### config.mk
export PLATFORM = sky130hd
export DESIGN_NAME = gmfc_parser
export DESIGN_NICKNAME = d
export VERILOG_FILES = /design/src/sv/gmfc_pkg.sv /design/src/sv/gmfc_crc32.sv /design/src/sv/gmfc_parser.sv
export SDC_FILE = /design/constraint.sdc
export NUM_CORES = 1
export LEC_CHECK = 0
export ABC_CLOCK_PERIOD_IN_PS = 3900
export BUFFER_PORTS_ARGS = -buffer_cell sky130_fd_sc_hd__buf_4
export CAP_MARGIN = 5
export CORE_ASPECT_RATIO = 1.25
export CORE_MARGIN = 5
export CORE_UTILIZATION = 45
export CTS_CLUSTER_SIZE = 12
export DETAILED_ROUTE_END_ITERATION = 8
export PLACE_DENSITY = 0.74
export SLEW_MARGIN = 30
export SYNTH_ARGS = -nofsm -noshare
export SYNTH_HDL_FRONTEND = slang
export SYNTH_SLANG_ARGS = --single-unit
### constraint.sdc
create_clock -name clk -period 3.9 [get_ports clk]
set_clock_uncertainty 0.15 [all_clocks]
set_input_delay 0.195 -clock clk [delete_from_list [all_inputs] [get_ports clk]]
set_output_delay 0.195 -clock clk [all_outputs]
set_load 0.01 [all_outputs]
### src/sv/gmfc_pkg.sv
package gmfc_pkg;

    // Request kinds
    localparam logic [1:0] REQ_STREAM  = 2'd0;
    localparam logic [1:0] REQ_PAYLOAD = 2'd1;
    localparam logic [1:0] REQ_END     = 2'd2;

    // Result status codes
    localparam logic [2:0] ST_CONSUMED   = 3'd0;
    localparam logic [2:0] ST_HDR_OK     = 3'd1;
    localparam logic [2:0] ST_BAD_MAGIC  = 3'd2;
    localparam logic [2:0] ST_TRL_OK     = 3'd3;
    localparam logic [2:0] ST_TRL_MISMATCH = 3'd4;
    localparam logic [2:0] ST_IGNORED    = 3'd5;

    localparam logic [31:0] CRC_ONES = 32'hffff_ffff;
    localparam logic [31:0] CRC_POLY = 32'hedb8_8320;

    // One result beat
    typedef struct packed {
        logic [2:0]  status;
        logic [31:0] crc_now;
        logic [7:0]  header_flags;
    } result_t;

endpackage

### src/sv/gmfc_crc32.sv
// Reflected CRC-32 update by one byte, as a flat XOR network
module gmfc_crc32 (
    input  logic [31:0] crc_in,
    input  logic [7:0]  data,
    output logic [31:0] crc_out
);

    always_comb
    begin
        logic [31:0] c;
        c = crc_in ^ {24'd0, data};
        for (int i = 0; i < 8; i++)
        begin
            c = c[0] ? ((c >> 1) ^ gmfc_pkg::CRC_POLY) : (c >> 1);
        end
        crc_out = c;
    end

endmodule

### src/sv/gmfc_parser.sv
// Member framing state and per-beat next-state logic
module gmfc_parser (
    input  logic                clk,
    input  logic                rst_n,
    input  logic                step,
    input  logic [1:0]          req_type,
    input  logic [7:0]          data_byte,
    output gmfc_pkg::result_t   res
);

    localparam logic [3:0] PH_IDLE    = 4'd0;
    localparam logic [3:0] PH_HEADER  = 4'd1;
    localparam logic [3:0] PH_XLEN_LO = 4'd2;
    localparam logic [3:0] PH_XLEN_HI = 4'd3;
    localparam logic [3:0] PH_EXTRA   = 4'd4;
    localparam logic [3:0] PH_NAME    = 4'd5;
    localparam logic [3:0] PH_COMMENT = 4'd6;
    localparam logic [3:0] PH_HCRC    = 4'd7;
    localparam logic [3:0] PH_PAYLOAD = 4'd8;
    localparam logic [3:0] PH_TRAILER = 4'd9;
    localparam logic [3:0] PH_ERROR   = 4'd10;

    localparam int FLAG_HCRC    = 1;
    localparam int FLAG_EXTRA   = 2;
    localparam int FLAG_NAME    = 3;
    localparam int FLAG_COMMENT = 4;

    localparam logic [15:0] GZ_MAGIC     = 16'h8b1f;
    localparam logic [15:0] HDR_LEN      = 16'd10;
    localparam logic [15:0] HCRC_LEN     = 16'd2;
    localparam logic [15:0] TRL_LEN      = 16'd8;

    logic [3:0]  phase_reg, phase_next;
    logic [7:0]  flags_reg, flags_next;
    logic [15:0] count_reg, count_next;
    logic [31:0] crc_reg, crc_next;
    logic [31:0] len_reg, len_next;
    logic        mism_reg, mism_next;
    logic [7:0]  magic_lo_reg, magic_lo_next;
    logic [2:0]  status;

    logic [31:0] crc_upd;
    logic [31:0] trl_src;
    logic [31:0] trl_shift;
    logic [15:0] count_inc;

    // First header part present at or after 'from'
    function automatic logic [3:0] next_part(input logic [3:0] from, input logic [7:0] flags);
        logic [3:0] ph;
        ph = PH_PAYLOAD;
        if (from <= PH_HCRC && flags[FLAG_HCRC])
            ph = PH_HCRC;
        if (from <= PH_COMMENT && flags[FLAG_COMMENT])
            ph = PH_COMMENT;
        if (from <= PH_NAME && flags[FLAG_NAME])
            ph = PH_NAME;
        if (from <= PH_XLEN_LO && flags[FLAG_EXTRA])
            ph = PH_XLEN_LO;
        return ph;
    endfunction

    gmfc_crc32 u_crc (
        .crc_in  (crc_reg),
        .data    (data_byte),
        .crc_out (crc_upd)
    );

    assign count_inc = count_reg + 16'd1;
    // Trailer byte expected: CRC bytes first, then length, little endian
    assign trl_src   = count_reg[2] ? len_reg : (crc_reg ^ gmfc_pkg::CRC_ONES);
    assign trl_shift = trl_src >> {count_reg[1:0], 3'b000};

    // Next state and status for one beat
    always_comb
    begin
        phase_next    = phase_reg;
        flags_next    = flags_reg;
        count_next    = count_reg;
        crc_next      = crc_reg;
        len_next      = len_reg;
        mism_next     = mism_reg;
        magic_lo_next = magic_lo_reg;
        status        = gmfc_pkg::ST_CONSUMED;

        if (phase_reg >= PH_ERROR)
        begin
            status = gmfc_pkg::ST_IGNORED;
        end
        else if (req_type == gmfc_pkg::REQ_STREAM)
        begin
            unique case (phase_reg)
                PH_IDLE:
                begin
                    if (data_byte != 8'd0)
                    begin
                        crc_next      = gmfc_pkg::CRC_ONES;
                        len_next      = 32'd0;
                        mism_next     = 1'b0;
                        magic_lo_next = data_byte;
                        count_next    = 16'd1;
                        phase_next    = PH_HEADER;
                    end
                end
                PH_HEADER:
                begin
                    if (count_reg == 16'd1 && {data_byte, magic_lo_reg} != GZ_MAGIC)
                    begin
                        phase_next = PH_ERROR;
                        status     = gmfc_pkg::ST_BAD_MAGIC;
                    end
                    else
                    begin
                        if (count_reg == 16'd3)
                            flags_next = data_byte;
                        count_next = count_inc;
                        if (count_inc >= HDR_LEN)
                        begin
                            count_next = 16'd0;
                            phase_next = next_part(PH_XLEN_LO, flags_reg);
                        end
                    end
                end
                PH_XLEN_LO:
                begin
                    count_next = {8'd0, data_byte};
                    phase_next = PH_XLEN_HI;
                end
                PH_XLEN_HI:
                begin
                    count_next = {data_byte, count_reg[7:0]};
                    if ({data_byte, count_reg[7:0]} == 16'd0)
                        phase_next = next_part(PH_NAME, flags_reg);
                    else
                        phase_next = PH_EXTRA;
                end
                PH_EXTRA:
                begin
                    count_next = count_reg - 16'd1;
                    if (count_reg == 16'd1)
                    begin
                        count_next = 16'd0;
                        phase_next = next_part(PH_NAME, flags_reg);
                    end
                end
                PH_NAME:
                begin
                    if (data_byte == 8'd0)
                    begin
                        count_next = 16'd0;
                        phase_next = next_part(PH_COMMENT, flags_reg);
                    end
                end
                PH_COMMENT:
                begin
                    if (data_byte == 8'd0)
                    begin
                        count_next = 16'd0;
                        phase_next = next_part(PH_HCRC, flags_reg);
                    end
                end
                PH_HCRC:
                begin
                    count_next = count_inc;
                    if (count_inc >= HCRC_LEN)
                    begin
                        count_next = 16'd0;
                        phase_next = PH_PAYLOAD;
                    end
                end
                PH_PAYLOAD:
                begin
                    status = gmfc_pkg::ST_CONSUMED;
                end
                PH_TRAILER:
                begin
                    if (trl_shift[7:0] != data_byte)
                        mism_next = 1'b1;
                    count_next = count_inc;
                    if (count_inc >= TRL_LEN)
                    begin
                        count_next = 16'd0;
                        if (mism_next)
                        begin
                            phase_next = PH_ERROR;
                            status     = gmfc_pkg::ST_TRL_MISMATCH;
                        end
                        else
                        begin
                            phase_next = PH_IDLE;
                            status     = gmfc_pkg::ST_TRL_OK;
                        end
                    end
                end
                default:
                begin
                    phase_next = PH_ERROR;
                    status     = gmfc_pkg::ST_IGNORED;
                end
            endcase

            // Header completion is flagged on the beat that reaches the payload
            if (phase_reg != PH_PAYLOAD && phase_reg != PH_IDLE &&
                phase_next == PH_PAYLOAD)
                status = gmfc_pkg::ST_HDR_OK;
        end
        else if (req_type == gmfc_pkg::REQ_PAYLOAD && phase_reg == PH_PAYLOAD)
        begin
            crc_next = crc_upd;
            len_next = len_reg + 32'd1;
        end
        else if (req_type == gmfc_pkg::REQ_END && phase_reg == PH_PAYLOAD)
        begin
            phase_next = PH_TRAILER;
            count_next = 16'd0;
            mism_next  = 1'b0;
        end
        else
        begin
            status = gmfc_pkg::ST_IGNORED;
        end
    end

    assign res.status       = status;
    assign res.crc_now      = crc_next ^ gmfc_pkg::CRC_ONES;
    assign res.header_flags = flags_next;

    // State registers
    always_ff @(posedge clk or negedge rst_n)
    begin
        if (!rst_n)
        begin
            phase_reg    <= PH_IDLE;
            flags_reg    <= 8'd0;
            count_reg    <= 16'd0;
            crc_reg      <= gmfc_pkg::CRC_ONES;
            len_reg      <= 32'd0;
            mism_reg     <= 1'b0;
            magic_lo_reg <= 8'd0;
        end
        else if (step)
        begin
            phase_reg    <= phase_next;
            flags_reg    <= flags_next;
            count_reg    <= count_next;
            crc_reg      <= crc_next;
            len_reg      <= len_next;
            mism_reg     <= mism_next;
            magic_lo_reg <= magic_lo_next;
        end
    end

    // Errors are sticky
    a_error_sticky: assert property (@(posedge clk) disable iff (!rst_n)
        phase_reg == PH_ERROR |=> phase_reg == PH_ERROR)
        else $error("error phase left before reset");

    a_error_ignores: assert property (@(posedge clk) disable iff (!rst_n)
        step && phase_reg == PH_ERROR |-> res.status == gmfc_pkg::ST_IGNORED)
        else $error("beat in error phase not ignored");

    a_bad_magic_err: assert property (@(posedge clk) disable iff (!rst_n)
        step && res.status == gmfc_pkg::ST_BAD_MAGIC |=> phase_reg == PH_ERROR)
        else $error("bad magic did not enter error phase");

    a_hdr_ok_payload: assert property (@(posedge clk) disable iff (!rst_n)
        step && res.status == gmfc_pkg::ST_HDR_OK |=> phase_reg == PH_PAYLOAD)
        else $error("header ok without payload phase");

    a_trl_ok_idle: assert property (@(posedge clk) disable iff (!rst_n)
        step && res.status == gmfc_pkg::ST_TRL_OK |=> phase_reg == PH_IDLE && count_reg == 16'd0)
        else $error("trailer ok did not return to idle");

endmodule
==> out/metrics.yaml, run 1 <==
synth.largest_area_cell: "dfrtp_1"
ant_nets: 0
syn_nets: 856
yosys.cell_types.count: 62
yosysWarnings: 0
routedWlPerCell_um: 19.7
p_per_area_nw_per_um2: 729
final_cell_mix: "96 x nor2_1, 81 x buf_4, 71 x xnor2_1"
die_h_um: 153
outcome: "finished, final reports clean"
required_ns: 3.56
synth_area_leaders: "dfrtp_1 24%, dfstp_2 12%, xnor2_1 8.6%"
clkLatencyLatePin_ns: 0.36
grt_pass1_vias: 6395
place_hpwl_um: 15800
netlist_area_um2: 7310
path_cells: "buf_4 > ha_1 > nor4b_1 > nand4_1 > a31oi_2 > nand2b_1 > nor2_1 > o22ai_1 > o2111ai_1 > or3_1 > o32ai_1 > buf_4"
ctsLongestPathBuffers: 2
stdcell_area_um2: 8300
core_um2: 16100
pin_count: 56
cpPeakStageDelay_ns: 0.36
switching_share_pct: 42.4
synth_seq_cells: 101
crit_path_end_kind: "output pin"
hold_path_class: "input port to flip-flop"
fillers: 1504
antenna_found_initial: 0
grt_max_degree: 45
drive_above_1_share_pct: 19.7
cts_tree: "yes"
cts.clk_slew.worst_paths_ns: 0.08
placed_cells: 1079
synth-seq-area-share_pct: 35.1
finalMaxSlewViolations: 0
synth_compound_area_share_pct: 15.6
place_area_um2: 7970
die_w_um: 124
die-area_um2: 18900
worst_pin_slew_ns: 0.917
synth_flop_cell: "dfrtp_1"
cts_made_buffers: 9
diodes: 0
power_frac_comb_pct: 57.4
start_util_pct: 45.5
synth_top_family_by_area: "simple AND/OR/NAND/NOR gates"
cp_slowest_cell: "dfrtp_1"
grt_pass1_wl_um: 34900
yosys.area_share.simple_pct: 19.3
place.gp.congestion: 0.966
postCtsSetupBuffers: 0
setup-violations-final: 0
syn_inst: 838
critPathLaunchType: "flip-flop"
reg2reg_slack_ns: 0.62
drcViolationCount: 0
crit_path_frequent_cell: "buf_4"
drt-pass1-iter-count: 5
crit_fanout: 15
grt_util_all_layers_pct: 23.4
synth_fa_ha_area_share_pct: 0.856
p_sw_mw: 2.57
cts_num_sinks: 101
synth_edf_count: 0
portBuffers: 55
hold_viol: 0
fin_setup_tns_ns: 0
post-route-min-period_ns: 3.78
max-vdd-ir-drop_mv: 0.781
synth_mux_area_share_pct: 10.1
finalCritPeriodShare_pct: 96.9
final_common_cell: "nor2_1"
globalRoute.totalOverflow: 0
maxCapViolCount: 0
max_freq_ghz: 0.265
num_vias: 6510
worst_slew_margin_rel_pct: 38.4
fin_cells: 1096
power_mw: 6.05
syn_to_final_growth_pct: 13.5
root_buffer: "clkbuf_16"
drt_iter0_markers: 597
intPower_mw: 3.49
crit_type: "flip-flop to output pin"
routed_via_density: 5.94
htree_levels: 3
synth-xor-area-share_pct: 14.1
avgSynthCellArea_um2: 8.72
totalWireLength_um: 21600
sequentialPowerShare_pct: 27.0
synthDominantCellAreaShare_pct: 23.6
critPathArrivalTime_ns: 3.43
clkPwrFrac_pct: 15.5
async_reset_ff_share_pct: 100
power_leakage_nw: 3.61
nNetsFinal: 893
row_count: 52
## layer usage
layer / GRT usage [%] / vias up / part of all wire, % / wire length (um)
met3: 4.90 / 68 / 6.8 / 1480
met5: 0 / - / 0 / 0
met2: 38.0 / 265 / 49 / 10500
li1: - / 3033 / - / -
met4: 10.1 / 0 / 4.6 / 992
met1: 29.9 / 3144 / 40 / 8630
## power by group through the flow
stage          Sequential, mW  Combinational [mW]  Clock, mW
2_1_floorplan            1.55                2.53          0
3_3_place_gp             1.64                3.40          0
4_1_cts                  1.63                3.46      0.952
5_1_grt                  1.67                3.80      0.996
3_5_place_dp             1.65                3.42          0
6_report                 1.64                3.48      0.941
## cell usage after synthesis, types with 3 or more instances
cell type  number
a211oi_1        8
a21oi_1        32
a22o_1          3
a22oi_1        24
a31oi_1         5
and2_1          5
and3_1         11
and4_1          5
buf_2           4
clkbuf_1       48
dfrtp_1        69
dfstp_2        32
ha_1            5
inv_1          35
mux2_2         23
mux2i_1        23
mux4_2         10
nand2_1        63
nand2b_1       10
nand3_1        23
nand4_1        11
nor2_1         96
nor2b_1        10
nor3_1         20
nor4_1          8
nor4_2          3
o21a_1          4
o21ai_0        32
o21bai_1        4
o22ai_1        34
o31ai_1        10
o32ai_1         3
or2_2           3
or3_1           9
or4_1           3
xnor2_1        72
xor2_1         46
## worst max-delay path, delay by kind of cell (launching register included)
family / cells / cell delay [ns]
AOI/OAI and AO/OA: 4 / 0.91
adders and majority gates: 1 / 0.17
buffers and inverters: 2 / 0.40
DFF: 1 / 0.36
and+or+nand+nor: 5 / 1.22
## path summary, 6_finish.rpt
kind | cells after the start | end | from
setup / recovery | 12 | res[40] | count_reg[0]
hold / removal | 2 | crc_reg[10] | step
setup reg to reg | 9 | flags_reg[4] | count_reg[0]
hold reg to reg | 2 | crc_reg[8] | crc_reg[8]
max in group asynchronous | 3 | crc_reg[28] | rst_n
min in group asynchronous | 2 | count_reg[8] | rst_n
## per-stage QoR
step | hold WS, ns | utilization, % | worst slack (ns)
floorplan | -0.251 | - | 0.759
global placement | 0.0904 | 49.6 | 0.545
detailed placement | 0.0909 | 49.6 | 0.551
CTS | 0.00659 | 51.5 | 0.138
global route | 0.0130 | 51.6 | -0.0432
finish | 0.0157 | 51.6 | 0.122
## cell type report
cell class                 count  area [um2]  area share [%]
multi-input combinational    645        4400            53.1
sequential                   101        2570            30.9
timing repair buffer          82         618            7.45
tap                          216         270            3.26
clock buffer                  10         229            2.76
inverter                      36         136            1.64
clock inverter                 6        73.8           0.889
## repair_timing
item,in CTS,in global routing
resized for setup,0,3
hold buffers,1,0
hold endpoints to repair,32,0
endpoints found under the setup margin,0,1
## logic make-up (layout without fill, tap and decap cells)
kind of cell,after synthesis,count (layout)
xor gates and xnor gates,118,118
and+or+nand+nor,288,288
adders and majority gates,5,5
buffers and inverters,92,134
muxes,58,58
DFF,101,101
AOI/OAI and AO/OA,176,176
No activity file was read; power rests on OpenSTA's default activity.
==> inputs of run 2 (changes only) <==
CORE_MARGIN = 4   (was 5)
CTS_CLUSTER_DIAMETER = 120   (was unset)
REMOVE_ABC_BUFFERS = 1   (was unset)
==> run 2 against run 1 <==
Sequential share of layout area up 0.11 points. Via count up 0.84%. First-iteration DRC count up 35%.
==> out/metrics.yaml, run 2 (synthesized netlist as in run 1, its figures left out) <==
outcome: "finished, final reports clean"
maxCapViolCount: 0
pin_count: 56
ant_nets: 0
place.gp.congestion: 0.972
crit_type: "flip-flop to output pin"
p_per_area_nw_per_um2: 730
power_leakage_nw: 3.61
max_freq_ghz: 0.271
cts_tree: "yes"
path_buf_inv: 1
placed_cells: 1072
r2r-start: "count_reg[5]"
final_common_cell: "nor2_1"
drt-pass1-iter-count: 5
row_count: 51
critPathArrivalTime_ns: 3.35
drt_iter0_markers: 804
core_um2: 15800
ctsLongestPathBuffers: 2
post-route-min-period_ns: 3.69
totalWireLength_um: 21600
antenna_found_initial: 0
crit_family: "compound AO/OA/AOI/OAI gates"
drive_above_1_share_pct: 19.4
drcViolationCount: 0
clkLatencyLatePin_ns: 0.36
fin_setup_tns_ns: 0
htree_levels: 3
worst_slew_margin_rel_pct: 40.2
postCtsSetupBuffers: 0
cts_num_sinks: 101
hold_start: "data_byte[0]"
nNetsFinal: 891
finalCritPeriodShare_pct: 94.6
die_h_um: 151
start_util_pct: 46.4
crit_start: "count_reg[0]"
holdWs_ns: 0.0778
setup-violations-final: 0
grt_max_degree: 45
place_hpwl_um: 15400
cts.clk_slew.worst_paths_ns: 0.07
grt_pass1_vias: 6461
cpPeakStageDelay_ns: 0.56
globalRoute.totalOverflow: 0
syn_to_final_growth_pct: 13.2
root_buffer: "clkbuf_16"
required_ns: 3.56
reg2reg_depth: 8
hold_path_class: "input port to flip-flop"
grt_util_all_layers_pct: 24.0
cp.depth: 9
hold_viol: 0
routed_via_density: 6.02
hold_path_depth: 2
fin_util_pct: 52.5
die_w_um: 122
diodes: 0
critPathLaunchType: "flip-flop"
path_cells: "nand3_1 > nor3b_2 > mux2_2 > o221ai_1 > a211o_1 > o2111ai_1 > or3_1 > o32ai_1 > buf_4"
rsz0062_at_grt: "no"
crit_path_end_kind: "output pin"
cp_slowest_cell: "dfrtp_2"
cts_made_buffers: 9
final_cell_mix: "96 x nor2_1, 78 x buf_4, 71 x xnor2_1"
routedWlPerCell_um: 19.8
power_mw: 6.04
crit_fanout: 16
worst_pin_slew_ns: 0.891
num_vias: 6565
die-area_um2: 18400
portBuffers: 55
max-vdd-ir-drop_mv: 0.822
grt_pass1_wl_um: 34600
fin_cells: 1090
finalMaxSlewViolations: 0
[run 2: through the flow]
step | worst slack [ns] | cell area, um2
2_1_floorplan | 0.276 | 7090
3_3_place_gp | 0.496 | 7940
3_5_place_dp | 0.490 | 7950
4_1_cts | 0.0941 | 8270
5_1_grt | 0.00561 | 8270
6_report | 0.209 | 8270
[run 2: layout make-up]
type                       instances  area, um2
multi-input combinational        645       4400
clock inverter                     5       57.6
timing repair buffer              80        606
sequential                       101       2570
clock buffer                      11        243
inverter                          36        135
fill                            1455       7490
tap                              212        265
[run 2: worst paths after layout]
| check | to | slack (ns) |
|---|---|---|
| worst max-delay path | res[40] | 0.21 |
| worst min-delay path | magic_lo_reg[0] | 0.08 |
| worst max register to register | count_reg[0] | 0.71 |
| worst min register to register | crc_reg[2] | 0.35 |
| max in group asynchronous | crc_reg[1] | 2.57 |
| min in group asynchronous | count_reg[6] | 0.16 |
[run 2: where the power goes]
group	switching [mW]	leakage [nW]	internal, mW
Combinational	1.86	2.18	1.59
Clock	0.421	0.150	0.519
Sequential	0.274	1.27	1.38
Total	2.55	3.61	3.49
[run 2: timing repair]
| item | 4_1_cts | 5_1_grt |
|---|---|---|
| endpoints found under the setup margin | 0 | 1 |
| hold buffers | 2 | 0 |
| gates resized for setup | 0 | 2 |
| hold endpoints to repair | 33 | 0 |
[run 2: routing by layer]
| layer | track usage, % | vias up | wire length, um |
|---|---|---|---|
| li1 | - | 3033 | - |
| met1 | 28.8 | 3205 | 8350 |
| met2 | 41.2 | 262 | 10900 |
| met3 | 5.56 | 65 | 1520 |
| met4 | 9.70 | 0 | 834 |
| met5 | 0 | - | 0 |
==> inputs of run 3 (changes only) <==
MAX_ROUTING_LAYER = met4   (was unset)
==> run 3 against run 2 <==
Worst setup slack got worse by 0.011 ns. Register-to-register slack gained 0.06 ns. Sequential cell count stayed put. Clock power fell by 7.6%. Critical endpoint unchanged. Largest cell class unchanged. Largest power group unchanged. Highest routed layer unchanged.
==> out/metrics.yaml, run 3 (synthesized netlist as in run 1, its figures left out) <==
pin_count: 56
worst_pin_slew_ns: 0.921
holdWs_ns: 0.0761
routed_via_density: 5.91
num_vias: 6451
clkPwrFrac_pct: 14.6
finalCritPeriodShare_pct: 94.9
stdcell_area_um2: 8270
cts_made_buffers: 9
grt_max_degree: 45
portBuffers: 55
crit_type: "flip-flop to output pin"
start_util_pct: 46.4
globalRoute.totalOverflow: 0
diodes: 0
power_frac_comb_pct: 57.8
hold_path_class: "input port to flip-flop"
nNetsFinal: 892
p_sw_mw: 2.51
hold-path-endpoint: "magic_lo_reg[0]"
row_count: 51
worst_slew_margin_rel_pct: 38.1
htree_levels: 3
antenna_found_initial: 0
finalMaxSlewViolations: 0
reg2reg_to: "count_reg[0]"
fin_setup_tns_ns: 0
maxCapViolCount: 0
drcViolationCount: 0
place_hpwl_um: 15200
grt_pass1_wl_um: 34000
critPathLaunchType: "flip-flop"
syn_to_final_growth_pct: 13.2
reg2reg_depth: 9
rsz0062_at_grt: "no"
clkLatencyLatePin_ns: 0.35
cts.clk_slew.worst_paths_ns: 0.07
die_w_um: 122
intPower_mw: 3.44
die_h_um: 151
r2r-start: "count_reg[0]"
required_ns: 3.56
ctsLongestPathBuffers: 2
post-route-min-period_ns: 3.70
final_common_cell: "nor2_1"
drive_above_1_share_pct: 19.7
final_cell_mix: "96 x nor2_1, 79 x buf_4, 71 x xnor2_1"
grt_util_all_layers_pct: 24.2
max-vdd-ir-drop_mv: 0.887
drt-pass1-iter-count: 5
switching_share_pct: 42.2
hold_viol: 0
p_per_area_nw_per_um2: 720
outcome: "finished, final reports clean"
root_buffer: "clkbuf_16"
cts_tree: "yes"
core_um2: 15800
hold_path_depth: 2
sequentialPowerShare_pct: 27.6
crit_fanout: 14
reg2reg_slack_ns: 0.77
ant_nets: 0
hold_start: "data_byte[0]"
totalWireLength_um: 21000
grt_pass1_vias: 6395
max_freq_ghz: 0.270
place.gp.congestion: 0.973
cts_num_sinks: 101
critPathArrivalTime_ns: 3.36
power_leakage_nw: 3.60
die-area_um2: 18400
place_area_um2: 7950
setup-violations-final: 0
routedWlPerCell_um: 19.2
crit_path_end_kind: "output pin"
drt_iter0_markers: 632
[run 3: area by class of cell]
cell class	instances	area, um2
well taps	212	265
clock inverters	3	21.3
repair buffers	81	613
clock buffers	13	260
flip-flops and latches	101	2570
inverters	36	135
multi-input cells	645	4410
fillers	1457	7490
[run 3: critical path: stages (launching register included)]
cell      delay [ns]
dfrtp_1         0.39
inv_2           0.29
mux4_2          0.55
a211oi_1        0.28
xnor2_1         0.09
nor4_1          0.26
nand4b_1        0.26
o32ai_1         0.36
o311a_1         0.24
o32ai_1         0.11
buf_4           0.16
[run 3: how the worst max path moves through the flow]
| stage | end | from | slack (ns) | cells past startpoint |
|---|---|---|---|---|
| 2_1_floorplan | len_reg[30] | phase_reg[2] | 0.28 | 9 |
| 3_3_place_gp | res[40] | count_reg[0] | 0.50 | 9 |
| 3_5_place_dp | res[40] | count_reg[0] | 0.40 | 9 |
| 4_1_cts | res[40] | count_reg[0] | 0.005 | 9 |
| 5_1_grt | res[40] | count_reg[7] | 0.02 | 10 |
| 6_report | res[40] | count_reg[2] | 0.20 | 10 |
[run 3: metal layers]
metal / up-vias / GRT usage [%] / share of wire (%)
met5: - / - / 0
met4: 0 / 9.25 / 3.7
met3: 53 / 4.66 / 5.7
met2: 211 / 39.9 / 50
met1: 3152 / 29.4 / 41
li1: 3035 / - / -
[run 3: what timing repair did]
| action | 4_1_cts | 5_1_grt |
|---|---|---|
| buffers inserted | 0 | 0 |
| endpoints found under the hold margin | 33 | 0 |
| gates resized for setup | 0 | 6 |
| setup endpoints to repair | 0 | 1 |
| hold buffers | 2 | 0 |
[run 3: through the flow]
| step | util [%] | std cells | setup WS, ns | power, mW |
|---|---|---|---|---|
| finish | 52.5 | 1091 | 0.198 | 5.96 |
| CTS | 52.4 | 1091 | 0.00530 | 5.97 |
| global placement | 50.4 | 1073 | 0.496 | 5.01 |
| floorplan | - | 782 | 0.276 | 4.04 |
| detailed placement | 50.5 | 1073 | 0.401 | 5.07 |
| global route | 52.5 | 1091 | 0.0231 | 6.35 |
[run 3: power groups by stage]
stage | Combinational, mW | Clock [mW] | Sequential [mW]
6_report | 3.44 | 0.868 | 1.64
5_1_grt | 3.75 | 0.926 | 1.68
4_1_cts | 3.44 | 0.889 | 1.64
3_5_place_dp | 3.42 | 0 | 1.65
3_3_place_gp | 3.37 | 0 | 1.64
2_1_floorplan | 2.45 | 0 | 1.59
